<file path="config.mk">
export PLATFORM = sky130hd
export DESIGN_NAME = ary_ctrl
export DESIGN_NICKNAME = d
export VERILOG_FILES = /design/src/ary_pkg.sv /design/src/ary_ctrl.sv
export SDC_FILE = /design/constraint.sdc
export NUM_CORES = 1
export LEC_CHECK = 0
export BUFFER_PORTS_ARGS = -buffer_cell sky130_fd_sc_hd__clkbuf_2
export CORE_AREA = 3 3 40 42
export DETAILED_ROUTE_END_ITERATION = 12
export DIE_AREA = 0 0 43 45
export SYNTH_ARGS = -nofsm -noshare
export SYNTH_HDL_FRONTEND = slang
export SYNTH_SLANG_ARGS = --single-unit
</file>
<file path="constraint.sdc">
create_clock -name aclk -period 1.2 [get_ports aclk]
set_clock_uncertainty 0.15 [all_clocks]
set_input_delay 0.24 -clock aclk [delete_from_list [all_inputs] [get_ports aclk]]
set_output_delay 0.24 -clock aclk [all_outputs]
set_load 0.01 [all_outputs]
</file>
<file path="src/ary_pkg.sv">
// ary_pkg: shared constants, register indexes and control types for the
// alpha-scaled RGB to YUV 4:2:0 converter. No dependencies.
`timescale 1ns / 1ps
`default_nettype none

package ary_pkg;

    // frame size limits (defaults for the top-level parameters)
    localparam int ARY_MAX_WIDTH  = 4096;
    localparam int ARY_MAX_HEIGHT = 4096;

    // field and register widths
    localparam int CHAN_W     = 8;
    localparam int ALPHA_W    = 9;
    localparam int CFG_SIZE_W = 13;
    localparam int CFG_DATA_W = 13;
    localparam int CFG_IDX_W  = 2;
    localparam int PAIR_W     = 2 * (CHAN_W + 1);

    // size compares run at this width, enough for parameters up to 16384
    localparam int EXT_W = 15;

    // weighted sum and scaled sum widths
    localparam int WS_W = 25;
    localparam int T_W  = 36;

    // register reset values
    localparam logic [ALPHA_W-1:0]    ALPHA_RST  = 9'd256;
    localparam logic [CFG_SIZE_W-1:0] WIDTH_RST  = 13'd640;
    localparam logic [CFG_SIZE_W-1:0] HEIGHT_RST = 13'd480;

    // bt.601 studio-range coefficients, q0.16
    localparam logic signed [WS_W-1:0] K_YR = 25'sd16829;
    localparam logic signed [WS_W-1:0] K_YG = 25'sd33039;
    localparam logic signed [WS_W-1:0] K_YB = 25'sd6416;
    localparam logic signed [WS_W-1:0] K_UR = 25'sd9714;
    localparam logic signed [WS_W-1:0] K_UG = 25'sd19071;
    localparam logic signed [WS_W-1:0] K_UB = 25'sd28784;
    localparam logic signed [WS_W-1:0] K_VR = 25'sd28784;
    localparam logic signed [WS_W-1:0] K_VG = 25'sd24103;
    localparam logic signed [WS_W-1:0] K_VB = 25'sd4681;

    // offsets after the 2^24 scale: 16 for luma, 128 plus one half for chroma
    localparam logic signed [T_W-1:0] OFF_Y = 36'sd268435456;
    localparam logic signed [T_W-1:0] OFF_C = 36'sd2155872256;

    typedef enum logic [CFG_IDX_W-1:0] {
        CFG_ALPHA  = 2'd0,
        CFG_WIDTH  = 2'd1,
        CFG_HEIGHT = 2'd2
    } cfg_index_t;

    typedef struct packed {
        logic load_in;
        logic step_mult;
        logic step_scale;
        logic finish;
    } ary_cmd_t;

    typedef struct packed {
        logic out_stall;
    } ary_stat_t;

endpackage

`default_nettype wire

</file>
<file path="src/ary_ctrl.sv">
// ary_ctrl: sequencer for one pixel request at a time (capture, multiply,
// scale, finish). Depends on ary_pkg.
`timescale 1ns / 1ps
`default_nettype none

module ary_ctrl
    import ary_pkg::*;
(
    input  wire logic      aclk,
    input  wire logic      aresetn,
    input  wire logic      s_valid,
    output logic           s_ready,
    input  wire ary_stat_t stat,
    output ary_cmd_t       cmd
);

    typedef enum logic [1:0] {
        ST_IDLE,
        ST_MULT,
        ST_SCALE,
        ST_FINISH
    } state_t;

    state_t state_reg, state_next;
    logic   ready_reg, ready_next;

    always_comb begin
        cmd             = '0;
        state_next      = state_reg;
        cmd.load_in     = (state_reg == ST_IDLE) && s_valid && ready_reg;
        cmd.step_mult   = (state_reg == ST_MULT);
        cmd.step_scale  = (state_reg == ST_SCALE);
        cmd.finish      = (state_reg == ST_FINISH) && !stat.out_stall;
        case (state_reg)
            ST_IDLE: begin
                if (cmd.load_in) begin
                    state_next = ST_MULT;
                end
            end
            ST_MULT:   state_next = ST_SCALE;
            ST_SCALE:  state_next = ST_FINISH;
            ST_FINISH: begin
                if (cmd.finish) begin
                    state_next = ST_IDLE;
                end
            end
            default:   state_next = ST_IDLE;
        endcase
        ready_next = (state_next == ST_IDLE);
    end

    always_ff @(posedge aclk) begin
        if (!aresetn) begin
            state_reg <= ST_IDLE;
            ready_reg <= 1'b0;
        end else begin
            state_reg <= state_next;
            ready_reg <= ready_next;
        end
    end

    assign s_ready = ready_reg;

endmodule

`default_nettype wire

</file>
== Word level (Yosys, flattened, before mapping) ==
Index checks and enable logic that the tools add are counted.

* Eq/ne operators: 3
* Reduce and logical (&&, ||, !) cells: 6
* Muxes and demuxes: 3

{| class="wikitable"
|+ Operator list
! operator !! number
|-
| $pmux 2 s4 || 1
|-
| $eq 2x2->1 const B || 2
|-
| $logic_not 2->1 || 2
|-
| $mux 2 || 2
|-
| $logic_and 1x1->1 || 3
|-
| $eq 2x1->1 const B || 1
|-
| $logic_not 1->1 || 1
|}

* Output and inout port bits: 5
* Flip-flop bits (word level): 3
* Input port bits: 4
* Word-level logic and storage cells: 14

== Depth between registers and ports, before layout ==
Gate-level depths: netlist (run 1).

* Word-level depth: 6
* Mapped depth: 2
* Depth with buffers taken out: 2

== Worst setup path after synthesis (run 1) ==
Ideal clock, no wire load.

* Path type: register to output
* Start: register ready_reg, in the netlist s_ready
* End: output port cmd[3] (netlist name)
* Buffers on the path: 0
* Data required time: 0.810 ns
* Setup slack: 0.100 ns
* Cell stages (with the launch flop): 3
* Arrival time: 0.710 ns
* Path through: dfxtp_1 nand2_1 nor3_1

{| class="wikitable"
|+ RTL lines
! item !! line !! RTL
|-
| from (decl) || ary_ctrl.sv:25 || <nowiki>logic ready_reg, ready_next;</nowiki>
|-
| from (signal assigned) || ary_ctrl.sv:58 || <nowiki>ready_reg <= ready_next;</nowiki>
|-
| to (decl) || ary_ctrl.sv:14 || <nowiki>output ary_cmd_t cmd</nowiki>
|}

==> results_dict.tcl, run 1 <==
set metrics [dict create \
    wl_um 348 \
    dpl-instance-area_um2 196 \
    ys_ff_latch 3 \
    die_area_um2 1940 \
    gp_congestion 0.671 \
    final_cell_area_um2 246 \
    syn_area_per_cell_um2 9.18 \
    worstHoldStart "aresetn" \
    yosys_warnings 0 \
    antenna_cells 0 \
    p_per_area_nw_per_um2 1560 \
    portBuffers 8 \
    netlist_area_um2 138 \
    area_delta_synth_final_pct 79.1 \
    grt-ovfl-total 0 \
    ys_types 11 \
    clock_path_buffers 2 \
    max_freq_mhz 775 \
    crit_path_start_kind "flip-flop" \
    antenna_left 0 \
    crit_fanout 7 \
    hold_end "state_reg[0]" \
    cp_data_arrival_time_ns 0.90 \
    slew_headroom_pct 87.2 \
    largest_reg_flops 2 \
    core_area_um2 1280 \
    fillers 151 \
    viasPerCell 3.60 \
    routedWlPerCell_um 8.09 \
    synthCells 15 \
    dr.pass1.iters 2 \
    clock_sinks 3 \
    antenna_found_initial 0 \
    setup_ws_ns -0.0903 \
    min_path_cells 2 \
    hold_violations 0 \
    io_pins 9 \
    post-place-cells 38 \
    drive_gt1_share_pct 60.7 \
    start_util_pct 10.7 \
    drt_iter0_drc 1 \
    place_ws_ns 0.0486 \
    worstSetupPathType "reg2out" \
    synth-seq-area-share_pct 43.6 \
    setup_violations 4 \
    num_rows 13 \
    rr_endpoint "s_ready" \
    postCtsHoldBufs 0 \
    vdd_ir_drop_max_mv 0.225 \
    outcome "finished, violations left" \
    end_kind "output port" \
    total_power_mw 0.385 \
    power_leakage_nw 0.125 \
    worstHoldPathType "in2reg" \
    fp.dieH_um 45 \
    worstMarginPinSlew_ns 0.191 \
    grt_pass1_wl_um 593 \
    rr_worst_depth 3 \
    grt_pass1_vias 139 \
    vias 155 \
    final_nets 33 \
    cts_tree "built" \
    rsz0062_at_grt "true" \
    postLayoutCoreUtil_pct 19.2 \
    min_period_over_period_pct 108 \
    drc 0 \
    slew_violations 0 \
    cap_violations 0 \
    layout_common_cells "4 x clkbuf_2, 4 x buf_2, 3 x clkbuf_4" \
    period_minus_slack_ns 1.29 \
    tns_ns -0.251 \
    rrSetupSlack_ns 0.09 \
    violations "setup timing" \
    cts_inserted_buffers 3 \
    grt_start_max_net_pins 8 \
    reg2reg_from "state_reg[0]" \
    cts_max_level 1 \
    clock_latency_ns 0.23 \
    whs_ns 0.101 \
    crit_required_ns 0.81 \
    cts-root-buf "clkbuf_4" \
    stdcell_count 43 \
    fp.dieW_um 43 \
    cts.clk_slew.worst_paths_ns 0.04 \
    syn_nets 19 \
    track_usage_pct 5.08 \
]
-- worst max-delay path by stage --
stage | from | end
floorplan | s_ready | cmd[3]
global placement | state_reg[0] | cmd[0]
detailed placement | state_reg[0] | cmd[0]
CTS | state_reg[0] | cmd[0]
global route | state_reg[0] | cmd[0]
finish | state_reg[0] | cmd[0]
-- synth_stat cells --
library cell / number / area share [%]
and3b_1: 2 / 13
nor2_1: 1 / 2.7
dfxtp_1: 3 / 44
o31a_1: 1 / 6.4
and2_1: 1 / 4.5
nand2_1: 1 / 2.7
a211oi_1: 1 / 5.5
nor2b_1: 2 / 9.1
nor3_1: 1 / 3.6
o21a_1: 1 / 5.5
o21ai_0: 1 / 3.6
-- worst max-delay path, stage by stage (launching register included) --
cell and delay, ns:
dfxtp_4 0.35, and3b_1 0.18, buf_2 0.14
-- routing by layer --
metal / track usage, % / wire, µm
met5: 0 / 0
met4: 7.23 / 0
met3: 4.78 / 36
met2: 6.29 / 180
met1: 3.86 / 132
-- where the power goes --
part	total, mW	internal (mW)	leakage (nW)	switching [mW]
Clock	0.172	0.124	0.0150	0.0479
Combinational	0.0736	0.0406	0.0838	0.0330
Sequential	0.140	0.120	0.0264	0.0198
Total	0.385	0.285	0.125	0.101
-- timing repair --
action | 4_1_cts | 5_1_grt
resized for setup | 7 | 4
hold endpoints to repair | 0 | 0
endpoints found under the setup margin | 4 | 4
buffers inserted | 1 | 0
pin swaps | 1 | 1
-- final cells by class --
cell class / count / area, µm² / area share (%)
Sequential cell: 3 / 68.8 / 27.9
Multi-Input combinational cell: 12 / 85.1 / 34.5
Tap cell: 15 / 18.8 / 7.61
Clock buffer: 4 / 26.3 / 10.7
Timing Repair Buffer: 9 / 47.5 / 19.3
-- logic make-up (layout without fill, tap and decap cells) --
| family | Yosys count | in the layout | share of synthesized area (%) |
|---|---|---|---|
| AO/OA/AOI/OAI | 4 | 4 | 20.9 |
| buffers and inverters | 0 | 13 | 0 |
| flip-flops | 3 | 3 | 43.6 |
| AND/OR/NAND/NOR | 8 | 8 | 35.4 |
Note: power is estimated with default switching activity, not from simulation.
==> run 2, diff against run 1 <==
CELL_PAD_IN_SITES_DETAIL_PLACEMENT = 0   (was default)
CELL_PAD_IN_SITES_GLOBAL_PLACEMENT = 1   (was default)
PLACE_DENSITY_LB_ADDON = 0.1   (was default)
==> run 2 against run 1 <==
Effect of this change:
- the run still ends with setup timing left
- highest routed layer unchanged
- via count up 4.5%
- combinational power increased by 25%
- clock-buffer cell count unchanged
- cell count increased by 4.7%
- routed wire length grew 19%
- first-iteration DRC count grew 100%
- critical path depth unchanged
- sequential share of layout area decreased by 2.6 points
- clock power about the same
==> results_dict.tcl, run 2 (synthesis results as in run 1) <==
set metrics [dict create \
    final_nets 35 \
    rrSetupSlack_ns 0.06 \
    place_ws_ns 0.0590 \
    whs_ns 0.105 \
    switching_share_pct 26.6 \
    worstMarginPinSlew_ns 0.231 \
    post-place-cells 39 \
    fp.dieW_um 43 \
    die_area_um2 1940 \
    min_path_cells 2 \
    cts_tree "built" \
    max_freq_mhz 760 \
    dp_hpwl_um 307 \
    cp_data_arrival_time_ns 0.93 \
    drive_gt1_share_pct 70.0 \
    antenna_left 0 \
    clock_sinks 3 \
    track_usage_pct 5.41 \
    end_kind "output port" \
    min_period_over_period_pct 110 \
    rr_endpoint "s_ready" \
    portBuffers 8 \
    drt_iter0_drc 2 \
    cap_violations 0 \
    largest_reg_flops 2 \
    rsz0062_at_grt "true" \
    drc 0 \
    hold_violations 0 \
    layout_commonest_cell "clkbuf_2" \
    worstHoldStart "aresetn" \
    clkPwrFrac_pct 42.2 \
    grt_pass1_wl_um 724 \
    start_util_pct 10.7 \
    slew_headroom_pct 84.5 \
    crit_required_ns 0.81 \
    period_minus_slack_ns 1.32 \
    core_area_um2 1280 \
    crit_path_start_kind "flip-flop" \
    reg2reg_from "state_reg[0]" \
    clock_latency_ns 0.23 \
    num_rows 13 \
    dr.pass1.iters 2 \
    total_power_mw 0.405 \
    outcome "finished, violations left" \
    cts-root-buf "clkbuf_4" \
    postLayoutCoreUtil_pct 21.1 \
    p_per_area_nw_per_um2 1490 \
    tns_ns -0.304 \
    setup_ws_ns -0.117 \
    vias 162 \
    wl_um 414 \
    intPower_mw 0.298 \
    p_comb_share_pct 22.7 \
    gp_congestion 0.577 \
    postCtsHoldBufs 0 \
    hold_end "s_ready" \
    p_seq_share_pct 35.0 \
    worstSetupPathType "reg2out" \
    cts_max_level 1 \
    slew_violations 0 \
    antenna_found_initial 0 \
    final_cell_area_um2 272 \
    setup_violations 4 \
    fp.dieH_um 45 \
    layout_common_cells "5 x clkbuf_2, 3 x clkbuf_4, 3 x buf_4" \
    rr_worst_depth 3 \
    grt_start_max_net_pins 8 \
    grt-ovfl-total 0 \
    dpl-instance-area_um2 204 \
    worstHoldPathType "in2reg" \
    vdd_ir_drop_max_mv 0.407 \
    cts_inserted_buffers 3 \
    crit_fanout 7 \
    io_pins 9 \
    viasPerCell 3.60 \
    routedWlPerCell_um 9.20 \
    fillers 155 \
    grt_pass1_vias 164 \
    power_leakage_nw 0.135 \
    cts.clk_slew.worst_paths_ns 0.04 \
    area_delta_synth_final_pct 97.3 \
    power_switching_mw 0.108 \
    stdcell_count 45 \
    clock_path_buffers 2 \
    violations "setup timing" \
    antenna_cells 0 \
]
==> run 2: changes by cell type in the layout (fill, tap and decap cells not counted), sizes merged <==
cell / previous run / this run
clkbuf: 8 / 9
buf: 5 / 6
==> run 2: what timing repair did <==
action                     in CTS  in global routing
pin swaps                       1                  1
setup endpoints to repair       4                  4
buffers inserted                1                  1
gates resized for setup         6                  7
==> run 2: area by class of cell <==
class	count	area (µm²)	share of cell area, %
clock buffers	4	26.3	9.68
repair buffers	11	68.8	25.3
well taps	15	18.8	6.91
multi-input cells	12	88.8	32.7
flip-flops and latches	3	68.8	25.3
==> run 2: how the worst max path moves through the flow <==
stage / from / end / slack [ns] / depth (start not counted)
floorplan: s_ready / cmd[3] / 0.10 / 2
global placement: state_reg[0] / cmd[0] / 0.05 / 2
detailed placement: state_reg[0] / cmd[0] / 0.06 / 2
CTS: state_reg[0] / cmd[0] / -0.13 / 2
global route: state_reg[0] / cmd[0] / -0.16 / 2
finish: state_reg[0] / cmd[0] / -0.12 / 2
==> run 2: worst max-delay path: stages (launching register included) <==
cell     delay [ns]
dfxtp_4        0.35
and3b_2        0.23
buf_6          0.12
==> run 2: power groups by stage <==
stage	clock network, mW	registers [mW]	logic (mW)
4_1_cts	0.183	0.139	0.0822
6_report	0.171	0.142	0.0921
3_3_place_gp	0	0.137	0.0754
5_1_grt	0.193	0.145	0.102
3_5_place_dp	0	0.136	0.0734
2_1_floorplan	0	0.134	0.0399
==> run 2: per-layer routing <==
metal  wire [µm]  up-vias  GRT usage, %
li1            -       84             -
met1         187       72          6.49
met2         187        6          6.89
met3          39        0          2.39
met4           0        0          5.42
met5           0        -             0
==> run 3, diff against run 2 <==
--- a/config.mk
+++ b/config.mk
@@ -8,2 +8,3 @@
 export BUFFER_PORTS_ARGS = -buffer_cell sky130_fd_sc_hd__clkbuf_2
+export CAP_MARGIN = 20
 export CELL_PAD_IN_SITES_DETAIL_PLACEMENT = 0
==> constraint.sdc (replaced) <==
create_clock -name aclk -period 1.4 [get_ports aclk]
set_clock_uncertainty 0.15 [all_clocks]
set_input_delay 0.07 -clock aclk [delete_from_list [all_inputs] [get_ports aclk]]
set_output_delay 0.07 -clock aclk [all_outputs]
set_load 0.01 [all_outputs]
==> run 3 against run 2 <==
Effect of this change:
- the run now ends clean
- critical path type unchanged
- worst hold slack worse by 0.069 ns
- sequential power is 18% lower
- largest power group unchanged
- flip-flop and latch count did not move
- register-to-register slack better by 0.23 ns
- combinational power down 32%
- first-iteration DRC count decreased by 100%
- final area is 14% lower
- global-route usage down 0.25 points
- cell count fell by 4.4%
- critical endpoint unchanged
- via count is 1.9% lower
==> results_dict.tcl, run 3 (synthesis results as in run 1) <==
set metrics [dict create \
    vias 159 \
    clock_latency_ns 0.23 \
    switching_share_pct 27.2 \
    drc 0 \
    viasPerCell 3.70 \
    cts_inserted_buffers 3 \
    antenna_cells 0 \
    crit_required_ns 1.18 \
    final_nets 33 \
    cp_slowest_cell "dfxtp_1" \
    clkPwrFrac_pct 46.1 \
    rsz0062_at_grt "false" \
    routedWlPerCell_um 8.65 \
    path_buf_inv 1 \
    gp_congestion 0.564 \
    cpPeakStageDelay_ns 0.41 \
    grtUsageMet2_pct 5.39 \
    intPower_mw 0.240 \
    layout_common_cells "8 x clkbuf_2, 3 x clkbuf_4, 3 x dfxtp_1" \
    start_util_pct 10.7 \
    drt_iter0_drc 0 \
    cts_max_level 1 \
    portBuffers 8 \
    grt_pass1_wl_um 648 \
    cts.clk_slew.worst_paths_ns 0.04 \
    rr_endpoint "state_reg[0]" \
    cts_resized 0 \
    p_comb_share_pct 18.9 \
    end_kind "output port" \
    min_path_cells 3 \
    vdd_ir_drop_max_mv 0.352 \
    grt_start_max_net_pins 8 \
    area_delta_synth_final_pct 69.1 \
    setup_violations 0 \
    crit_path_start_kind "flip-flop" \
    rr_worst_depth 2 \
    core_area_um2 1280 \
    grtUsageMet3_pct 7.17 \
    antenna_left 0 \
    grt-ovfl-total 0 \
    hold_violations 0 \
    worstHoldPathType "in2reg" \
    largest_reg_flops 2 \
    setup_ws_ns 0.142 \
    cap_violations 0 \
    power_switching_mw 0.0899 \
    outcome "complete, no violations" \
    postCtsSetupBuffers 0 \
    grt_busiest_layer "met3" \
    layout_commonest_cell "clkbuf_2" \
    slew_headroom_pct 86.9 \
    crit_chain "and3b_1 > clkbuf_2" \
    dp_hpwl_um 285 \
    startpoint "state_reg[0]" \
    dpl-instance-area_um2 196 \
    worstHoldStart "stat" \
    critPathTopFamily "flip-flops" \
    die_area_um2 1940 \
    fp.dieW_um 43 \
    reg2reg_from "state_reg[0]" \
    hold_end "state_reg[0]" \
    num_rows 13 \
    cts_tree "built" \
    worstMarginPinSlew_ns 0.196 \
    wl_um 372 \
    max_freq_mhz 795 \
    regArea_um2 60.1 \
    multi_input_area_um2 77.6 \
    cp_data_arrival_time_ns 1.04 \
    crit_fanout 7 \
    cts-root-buf "clkbuf_4" \
    min_period_over_period_pct 89.9 \
    total_power_mw 0.330 \
    final_cell_area_um2 233 \
    grt_pass1_vias 150 \
    dr.pass1.iters 1 \
    clock_path_buffers 2 \
    place_ws_ns 0.296 \
    slew_violations 0 \
    power_leakage_nw 0.116 \
    drive_gt1_share_pct 39.3 \
    fillers 151 \
    clock_sinks 3 \
    met1_usage_pct 4.80 \
    p_seq_share_pct 35.1 \
    tns_ns 0 \
    period_minus_slack_ns 1.26 \
    antenna_found_initial 0 \
    p_per_area_nw_per_um2 1420 \
    rrSetupSlack_ns 0.29 \
    io_pins 9 \
    fp.dieH_um 45 \
    track_usage_pct 5.15 \
    worstSetupPathType "reg2out" \
]
-- run 3: worst max path at each step --
stage / depth (start not counted) / slack, ns / to
floorplan: 2 / 0.35 / state_reg[0]
global placement: 2 / 0.27 / state_reg[0]
detailed placement: 2 / 0.30 / state_reg[0]
CTS: 2 / 0.13 / cmd[0]
global route: 2 / 0.05 / cmd[0]
finish: 2 / 0.14 / cmd[0]
-- run 3: metrics by stage --
step | utilization [%] | hold slack [ns] | cells
finish | 18.1 | 0.0352 | 43
floorplan | - | 0.0377 | 15
global route | 18.1 | 0.0587 | 43
global placement | 15.3 | 0.171 | 38
CTS | 18.1 | 0.0333 | 43
detailed placement | 15.3 | 0.172 | 38
-- run 3: final cells by class --
type	count	area share (%)
Clock buffer	4	11.3
Multi-Input combinational cell	12	33.3
Sequential cell	3	25.8
Tap cell	15	8.06
Timing Repair Buffer	9	21.5
-- run 3: what timing repair did --
action	in CTS	in global routing
endpoints found under the hold margin	3	0
hold buffers	1	0
endpoints found under the setup margin	0	0
-- run 3: worst min-delay path, delay by kind of cell --
kind	cells	cell delay, ns
AND/OR/NAND/NOR	1	0.11
buffers and inverters	1	0.09
AO/OA/AOI/OAI	1	0.12
-- run 3: metal layers --
layer	wire [µm]	part of all wire, %
met5	0	0
met2	155	42
met4	3	0.81
met1	156	42
met3	57	15
-- run 3: power by group through the flow --
stage | Clock [mW] | Sequential [mW] | Combinational (mW)
6_report | 0.152 | 0.116 | 0.0622
5_1_grt | 0.170 | 0.120 | 0.0707
2_1_floorplan | 0 | 0.115 | 0.0342
3_3_place_gp | 0 | 0.118 | 0.0624
3_5_place_dp | 0 | 0.117 | 0.0614
4_1_cts | 0.160 | 0.115 | 0.0640
